===== config.mk =====
export PLATFORM = sky130hd
export DESIGN_NAME = perfect_square_cube_counter_core
export DESIGN_NICKNAME = d
export VERILOG_FILES = /design/src/psc_pkg.sv /design/src/psc_mul.sv /design/src/psc_root.sv /design/src/perfect_square_cube_counter_core.sv
export SDC_FILE = /design/constraint.sdc
export NUM_CORES = 1
export LEC_CHECK = 0
export ABC_AREA = 1
export BUFFER_PORTS_ARGS = -buffer_cell sky130_fd_sc_hd__buf_2
export CAP_MARGIN = 0
export CORE_UTILIZATION = 57
export DETAILED_ROUTE_END_ITERATION = 6
export GPL_ROUTABILITY_DRIVEN = 0
export PLACE_DENSITY = 0.75
export SLEW_MARGIN = 20
export SYNTH_ARGS = -nofsm -noshare
export SYNTH_HDL_FRONTEND = slang
export SYNTH_SLANG_ARGS = --single-unit

===== constraint.sdc =====
create_clock -name clk -period 7.8 [get_ports clk]
set_input_delay 0 -clock clk [delete_from_list [all_inputs] [get_ports clk]]
set_output_delay 0 -clock clk [all_outputs]
set_load 0.1 [all_outputs]

===== src/psc_pkg.sv =====
// ----------------------------------------------------------------------------
// psc_pkg
// Shared types and constants for the perfect square / cube counter.
// ----------------------------------------------------------------------------
package psc_pkg;

	localparam int VALUE_W   = 32;
	localparam int TALLY_W   = 32;
	localparam int SQ_BITS   = 16;   // root bits of a 32-bit square root
	localparam int CB_BITS   = 11;   // root bits of a 32-bit cube root
	localparam int MUL_A_W   = 22;   // holds root squared for the cube step
	localparam int MUL_B_W   = 16;
	localparam int PROD_W    = MUL_A_W + MUL_B_W;
	localparam int OUT_W     = 72;   // 66 payload bits padded to bytes

	localparam logic [MUL_B_W-1:0] SQ_BIT_INIT = MUL_B_W'(1) << (SQ_BITS - 1);
	localparam logic [MUL_B_W-1:0] CB_BIT_INIT = MUL_B_W'(1) << (CB_BITS - 1);
	localparam logic [TALLY_W-1:0] TALLY_MAX   = '1;

	typedef enum logic [2:0] {
		ST_IDLE,
		ST_SQ_MUL,
		ST_SQ_CMP,
		ST_CB_MUL1,
		ST_CB_MUL2,
		ST_CB_CMP,
		ST_DONE
	} root_state_t;

	typedef struct packed {
		logic is_square;
		logic is_cube;
	} root_flags_t;

endpackage


===== src/psc_mul.sv =====
// ----------------------------------------------------------------------------
// psc_mul
// Shared unsigned multiplier with a registered product.
// ----------------------------------------------------------------------------
module psc_mul (
	input  logic                       clk,
	input  logic [psc_pkg::MUL_A_W-1:0] a,
	input  logic [psc_pkg::MUL_B_W-1:0] b,
	output logic [psc_pkg::PROD_W-1:0]  prod
);
	import psc_pkg::*;

	logic [PROD_W-1:0] prod_q;

	always_ff @(posedge clk) begin
		prod_q <= PROD_W'(a) * PROD_W'(b);
	end

	assign prod = prod_q;

endmodule


===== src/psc_root.sv =====
// ----------------------------------------------------------------------------
// psc_root
// Bit-serial square root and cube root search on one shared multiplier;
// flags the value as a square and/or a cube.
// ----------------------------------------------------------------------------
module psc_root (
	input  logic                        clk,
	input  logic                        arst_n,
	input  logic                        start,
	input  logic [psc_pkg::VALUE_W-1:0] value,
	output logic                        ready,
	output logic                        res_valid,
	input  logic                        res_ack,
	output psc_pkg::root_flags_t        res
);
	import psc_pkg::*;

	root_state_t          state_q, state_d;
	logic [VALUE_W-1:0]   v_q;
	logic [SQ_BITS-1:0]   root_sq_q;
	logic [CB_BITS-1:0]   root_cb_q;
	logic [MUL_B_W-1:0]   bit_q;
	logic                 sq_eq_q, cb_eq_q;

	logic [SQ_BITS-1:0]   sq_t;
	logic [CB_BITS-1:0]   cb_t;
	logic [MUL_A_W-1:0]   mul_a;
	logic [MUL_B_W-1:0]   mul_b;
	logic [PROD_W-1:0]    prod;
	logic [PROD_W-1:0]    v_ext;
	logic                 prod_le, prod_eq;

	assign sq_t    = root_sq_q | bit_q[SQ_BITS-1:0];
	assign cb_t    = root_cb_q | bit_q[CB_BITS-1:0];
	assign v_ext   = PROD_W'(v_q);
	assign prod_le = prod <= v_ext;
	assign prod_eq = prod == v_ext;

	psc_mul u_mul (
		.clk  (clk),
		.a    (mul_a),
		.b    (mul_b),
		.prod (prod)
	);

	// next state
	always_comb begin
		state_d = state_q;
		case (state_q)
			ST_IDLE: begin
				if (start) begin
					if (value[VALUE_W-1] || value == '0) state_d = ST_DONE;
					else state_d = ST_SQ_MUL;
				end
			end
			ST_SQ_MUL:  state_d = ST_SQ_CMP;
			ST_SQ_CMP:  state_d = bit_q[0] ? ST_CB_MUL1 : ST_SQ_MUL;
			ST_CB_MUL1: state_d = ST_CB_MUL2;
			ST_CB_MUL2: state_d = ST_CB_CMP;
			ST_CB_CMP:  state_d = bit_q[0] ? ST_DONE : ST_CB_MUL1;
			ST_DONE: begin
				if (res_ack) state_d = ST_IDLE;
			end
			default:    state_d = ST_IDLE;
		endcase
	end

	// outputs and multiplier operand select
	always_comb begin
		ready     = 1'b0;
		res_valid = 1'b0;
		mul_a     = '0;
		mul_b     = '0;
		case (state_q)
			ST_IDLE:    ready = 1'b1;
			ST_SQ_MUL: begin
				mul_a = MUL_A_W'(sq_t);
				mul_b = MUL_B_W'(sq_t);
			end
			ST_CB_MUL1: begin
				mul_a = MUL_A_W'(cb_t);
				mul_b = MUL_B_W'(cb_t);
			end
			ST_CB_MUL2: begin
				// t*t from the previous cycle times t
				mul_a = prod[MUL_A_W-1:0];
				mul_b = MUL_B_W'(cb_t);
			end
			ST_DONE:    res_valid = 1'b1;
			default: begin
				mul_a = '0;
			end
		endcase
	end

	assign res.is_square = sq_eq_q;
	assign res.is_cube   = cb_eq_q;

	always_ff @(posedge clk or negedge arst_n) begin
		if (!arst_n) begin
			state_q <= ST_IDLE;
		end else begin
			state_q <= state_d;
		end
	end

	// datapath; an exact match seen during the search means a perfect power
	always_ff @(posedge clk) begin
		case (state_q)
			ST_IDLE: begin
				if (start) begin
					v_q       <= value;
					root_sq_q <= '0;
					root_cb_q <= '0;
					bit_q     <= SQ_BIT_INIT;
					sq_eq_q   <= (value == '0);
					cb_eq_q   <= (value == '0);
				end
			end
			ST_SQ_CMP: begin
				if (prod_le) root_sq_q <= sq_t;
				if (prod_eq) sq_eq_q <= 1'b1;
				bit_q <= bit_q[0] ? CB_BIT_INIT : (bit_q >> 1);
			end
			ST_CB_CMP: begin
				if (prod_le) root_cb_q <= cb_t;
				if (prod_eq) cb_eq_q <= 1'b1;
				bit_q <= bit_q >> 1;
			end
			default: begin
				bit_q <= bit_q;
			end
		endcase
	end

endmodule


===== src/perfect_square_cube_counter_core.sv =====
// A positive value runs 16 square-root steps (ST_SQ_MUL, ST_SQ_CMP) and 11
// cube-root steps (ST_CB_MUL1, ST_CB_MUL2, ST_CB_CMP) on one shared
// multiplier; zero or a negative value goes from idle straight to done.
// The search takes no new request until it is back in idle; the next one
// is taken while the previous result waits in the output register.
// Reset: arst_n clears both tallies and the sequencer, no result pending.
// ----------------------------------------------------------------------------
// perfect_square_cube_counter_core
// Flags perfect squares and cubes in a stream and keeps saturating counts.
// ----------------------------------------------------------------------------
module perfect_square_cube_counter_core (
	input  logic                      clk,
	input  logic                      arst_n,
	input  logic                      s_tvalid,
	output logic                      s_tready,
	input  logic [31:0]               s_tdata,   // [31:0] value
	input  logic [0:0]                s_tuser,   // [0] first
	output logic                      m_tvalid,
	input  logic                      m_tready,
	// [0] is_square, [1] is_cube, [33:2] square_total, [65:34] cube_total
	output logic [psc_pkg::OUT_W-1:0] m_tdata
);
	import psc_pkg::*;

	logic                 root_ready, res_valid, res_ack;
	root_flags_t          res;
	logic                 first_q;
	logic [TALLY_W-1:0]   square_tally_q, cube_tally_q;
	logic [TALLY_W-1:0]   sq_base, cb_base, sq_new, cb_new;
	logic                 out_valid_q;
	root_flags_t          out_flags_q;

	psc_root u_root (
		.clk       (clk),
		.arst_n    (arst_n),
		.start     (s_tvalid),
		.value     (s_tdata[VALUE_W-1:0]),
		.ready     (root_ready),
		.res_valid (res_valid),
		.res_ack   (res_ack),
		.res       (res)
	);

	assign s_tready = root_ready;
	assign res_ack  = !out_valid_q || m_tready;

	// first request of a run restarts both counts before counting itself
	assign sq_base = first_q ? '0 : square_tally_q;
	assign cb_base = first_q ? '0 : cube_tally_q;
	assign sq_new  = (res.is_square && sq_base != TALLY_MAX) ? sq_base + 1'b1 : sq_base;
	assign cb_new  = (res.is_cube && cb_base != TALLY_MAX) ? cb_base + 1'b1 : cb_base;

	always_ff @(posedge clk or negedge arst_n) begin
		if (!arst_n) begin
			out_valid_q    <= 1'b0;
			square_tally_q <= '0;
			cube_tally_q   <= '0;
			first_q        <= 1'b0;
		end else begin
			if (s_tvalid && s_tready) first_q <= s_tuser[0];
			if (res_valid && res_ack) begin
				square_tally_q <= sq_new;
				cube_tally_q   <= cb_new;
				out_valid_q    <= 1'b1;
			end else if (m_tready) begin
				out_valid_q    <= 1'b0;
			end
		end
	end

	always_ff @(posedge clk) begin
		if (res_valid && res_ack) out_flags_q <= res;
	end

	assign m_tvalid = out_valid_q;
	assign m_tdata  = {6'b0, cube_tally_q, square_tally_q,
		out_flags_q.is_cube, out_flags_q.is_square};

endmodule


==> flow_summary.toml <==
[timing]
tightestPinTransition_ns = 1.02
setup_violations = 0
period_minus_slack_ns = 7.37
max_freq_mhz = 136
finClkSkew_ns = 0.0152
finalHoldViolations = 0
post-route-period-util = 0.945
slew_viol_final = 0
whs_ns = 0.0132
max_slew_margin = 0.317
rsz0062_at_grt = "no"
finalSetupTns_ns = 0
worst_slack_ns = 0.426

[floorplanning]
die_area_mm2 = 0.0389
io_pins = 111
core_area_mm2 = 0.0376
initial_utilization = 0.578
die_x_um = 197
rows = 71
fp.dieH_um = 197

[drt]
first_pass_iters = 6
vias = 18766
drt_iter0_markers = 1707
wirelength_mm = 58.8
drc = 0
ant_nets = 0
viasPerCell = 5.29
drt-wirelength-per-cell_um = 16.6

[yosys]
ys_seq_area_frac = 0.224
synth_common_cells = "nand2_1, inv_1, nor2_1"
synth_edf_count = 79
synth.most_common_cell = "nand2_1"
avgSynthCellArea_um2 = 7.55
synth-async-reset-ratio = 0.371
ys_types = 45
yosysWarningCount = 0
synth_area_mm2 = 0.0217
synth_top_area_frac = 0.256
yosys_register_bits = 186
synthCells = 2877
synth_area_leader_cell = "fa_1"
synth.area.top_cells = "fa_1, nand2_1, inv_1"
synth-main-ff-cell = "edfxtp_1"

[place]
dp_hpwl_mm = 46.7
dp_slack_ns = 0.626
dp.cells = 3478
placed_cell_area_mm2 = 0.0228
io_buffers = 104

[power]
p_per_area_mw_per_mm2 = 413
p_leak_nw = 12.8
p_total_mw = 9.80
ir_drop_mv = 0.297

[global_route]
antenna_found_initial = 0
grt_overflow = 0
grt_max_degree = 70
gr-usage-all-layers = 0.316
grt_pass1_wl_mm = 95.9
grt_pass1_vias = 19108

[final_layout]
syn2layout_area_growth_pct = 9.27
antennaDiodeCount = 0
nets = 3480
multi_input_area_mm2 = 0.0141
drive_gt1_frac = 0.0695
finish.utilization = 0.632
final_cells = 3545
ff_latch_area_mm2 = 0.00486
fillers = 3261
fin_area_mm2 = 0.0237

[clocking]
cts_root_buf = "clkbuf_16"
cts_buffers = 17
clk_latency_ns = 0.45
htree_levels = 4
cts_sinks = 186
tritoncts = "built"
clk_pin_slew_ns = 0.08
cts_buffer_depth = 2

[worst_setup_path]
path_class = "flop to flop"
critical_path_arrival_ns = 7.73
crit_path_top_delay_cell = "a21oi_2"
max_stage_delay_ns = 0.59
end_kind = "flop"
crit_path_start_kind = "flop"
cp_max_fo = 13
crit_top_cell = "fa_1"
worstPathRequired_ns = 8.15

[run_status]
outcome = "finished, final reports clean"

[worst_hold_path]
min_path_type = "input pin to flop"

[flow_run]
cap_violations = 0
layout make-up:
cell class,count,share of cell area
Multi-Input combinational cell,1979,0.593
Sequential cell,186,0.205
Inverter,668,0.106
Timing Repair Buffer,169,0.0462
Tap cell,511,0.0269
Clock buffer,17,0.0179
Clock inverter,15,0.00553
per-layer routing:
layer | vias up | track usage | wire length [um]
met4 | 0 | 0.131 | 2360
met1 | 9025 | 0.412 | 23800
met5 | - | 0 | 0
li1 | 8742 | - | -
met3 | 168 | 0.0652 | 5340
met2 | 831 | 0.514 | 27300
placed cells by master (no fill, tap or decap), types with 7 or more instances in the layout:
master,Yosys,final
nor2_1,307,306
a21oi_1,86,85
nand3b_1,11,11
dfrtp_1,69,69
nor2_2,17,17
nand2_1,836,836
buf_4,9,30
o21bai_1,8,8
dlygate4sd3_1,0,35
o21ai_0,43,42
nand3_1,84,84
nand4_1,15,15
conb_1,2,36
fa_1,278,278
xnor2_1,26,26
nor3_1,15,15
edfxtp_1,79,79
clkbuf_16,0,17
dfxtp_1,38,38
xor2_1,26,26
inv_2,7,7
inv_1,657,657
buf_2,42,104
ha_1,144,144
o21ai_1,8,9
power breakdown:
group          internal, mW  switching, mW  total, mW
clock network         0.421          0.433      0.854
logic                  2.43           4.95       7.38
registers              1.37          0.191       1.56
total                  4.22           5.57       9.80
kinds of logic after synthesis:
group | share of synthesized area
simple gates | 0.241
buf+inv | 0.135
fa+ha+maj | 0.339
flops | 0.224
compound gates | 0.0408
xor+xnor | 0.0210
other cells | 0.000346
registers in the layout, indices dropped and copies added, names as in the netlist:
signal	flops
u_root.u_mul.prod	38
cube_tally_q	32
square_tally_q	32
u_root.v_q	32
u_root.bit_q	16
u_root.root_sq_q	16
u_root.root_cb_q	11
u_root.state_q	3
m_tdata	2
first_q	1
m_tvalid	1
u_root.cb_eq_q	1
u_root.sq_eq_q	1
worst max-delay path: cells and delay by family, from the launching register on:
kind / cells / cell delay [ns]
AOI/OAI and AO/OA: 2 / 1.00
buffers and inverters: 7 / 0.73
DFF: 1 / 0.41
and+or+nand+nor: 10 / 1.70
adders and majority gates: 7 / 3.40
timing repair:
item                                    CTS  global route
hold endpoints to repair                106             0
setup buffers                             0             0
gates resized for setup                   0             0
hold buffers                             35             0
endpoints found under the setup margin    0             0
path summary, 6_finish.rpt:
check                                   from                    end  depth (start not counted)  slack (ns)
setup / recovery           u_root.state_q[0]  u_root.u_mul.prod[32]                         26        0.43
hold / removal                      s_tvalid      u_root.state_q[0]                          5        0.01
setup reg to reg           u_root.state_q[0]  u_root.u_mul.prod[32]                         26        0.43
hold reg to reg             cube_tally_q[13]       cube_tally_q[13]                          2        0.51
max in group asynchronous             arst_n      square_tally_q[7]                          3        6.92
min in group asynchronous             arst_n       cube_tally_q[22]                          3        0.29
No activity file was read; power rests on OpenSTA's default activity.
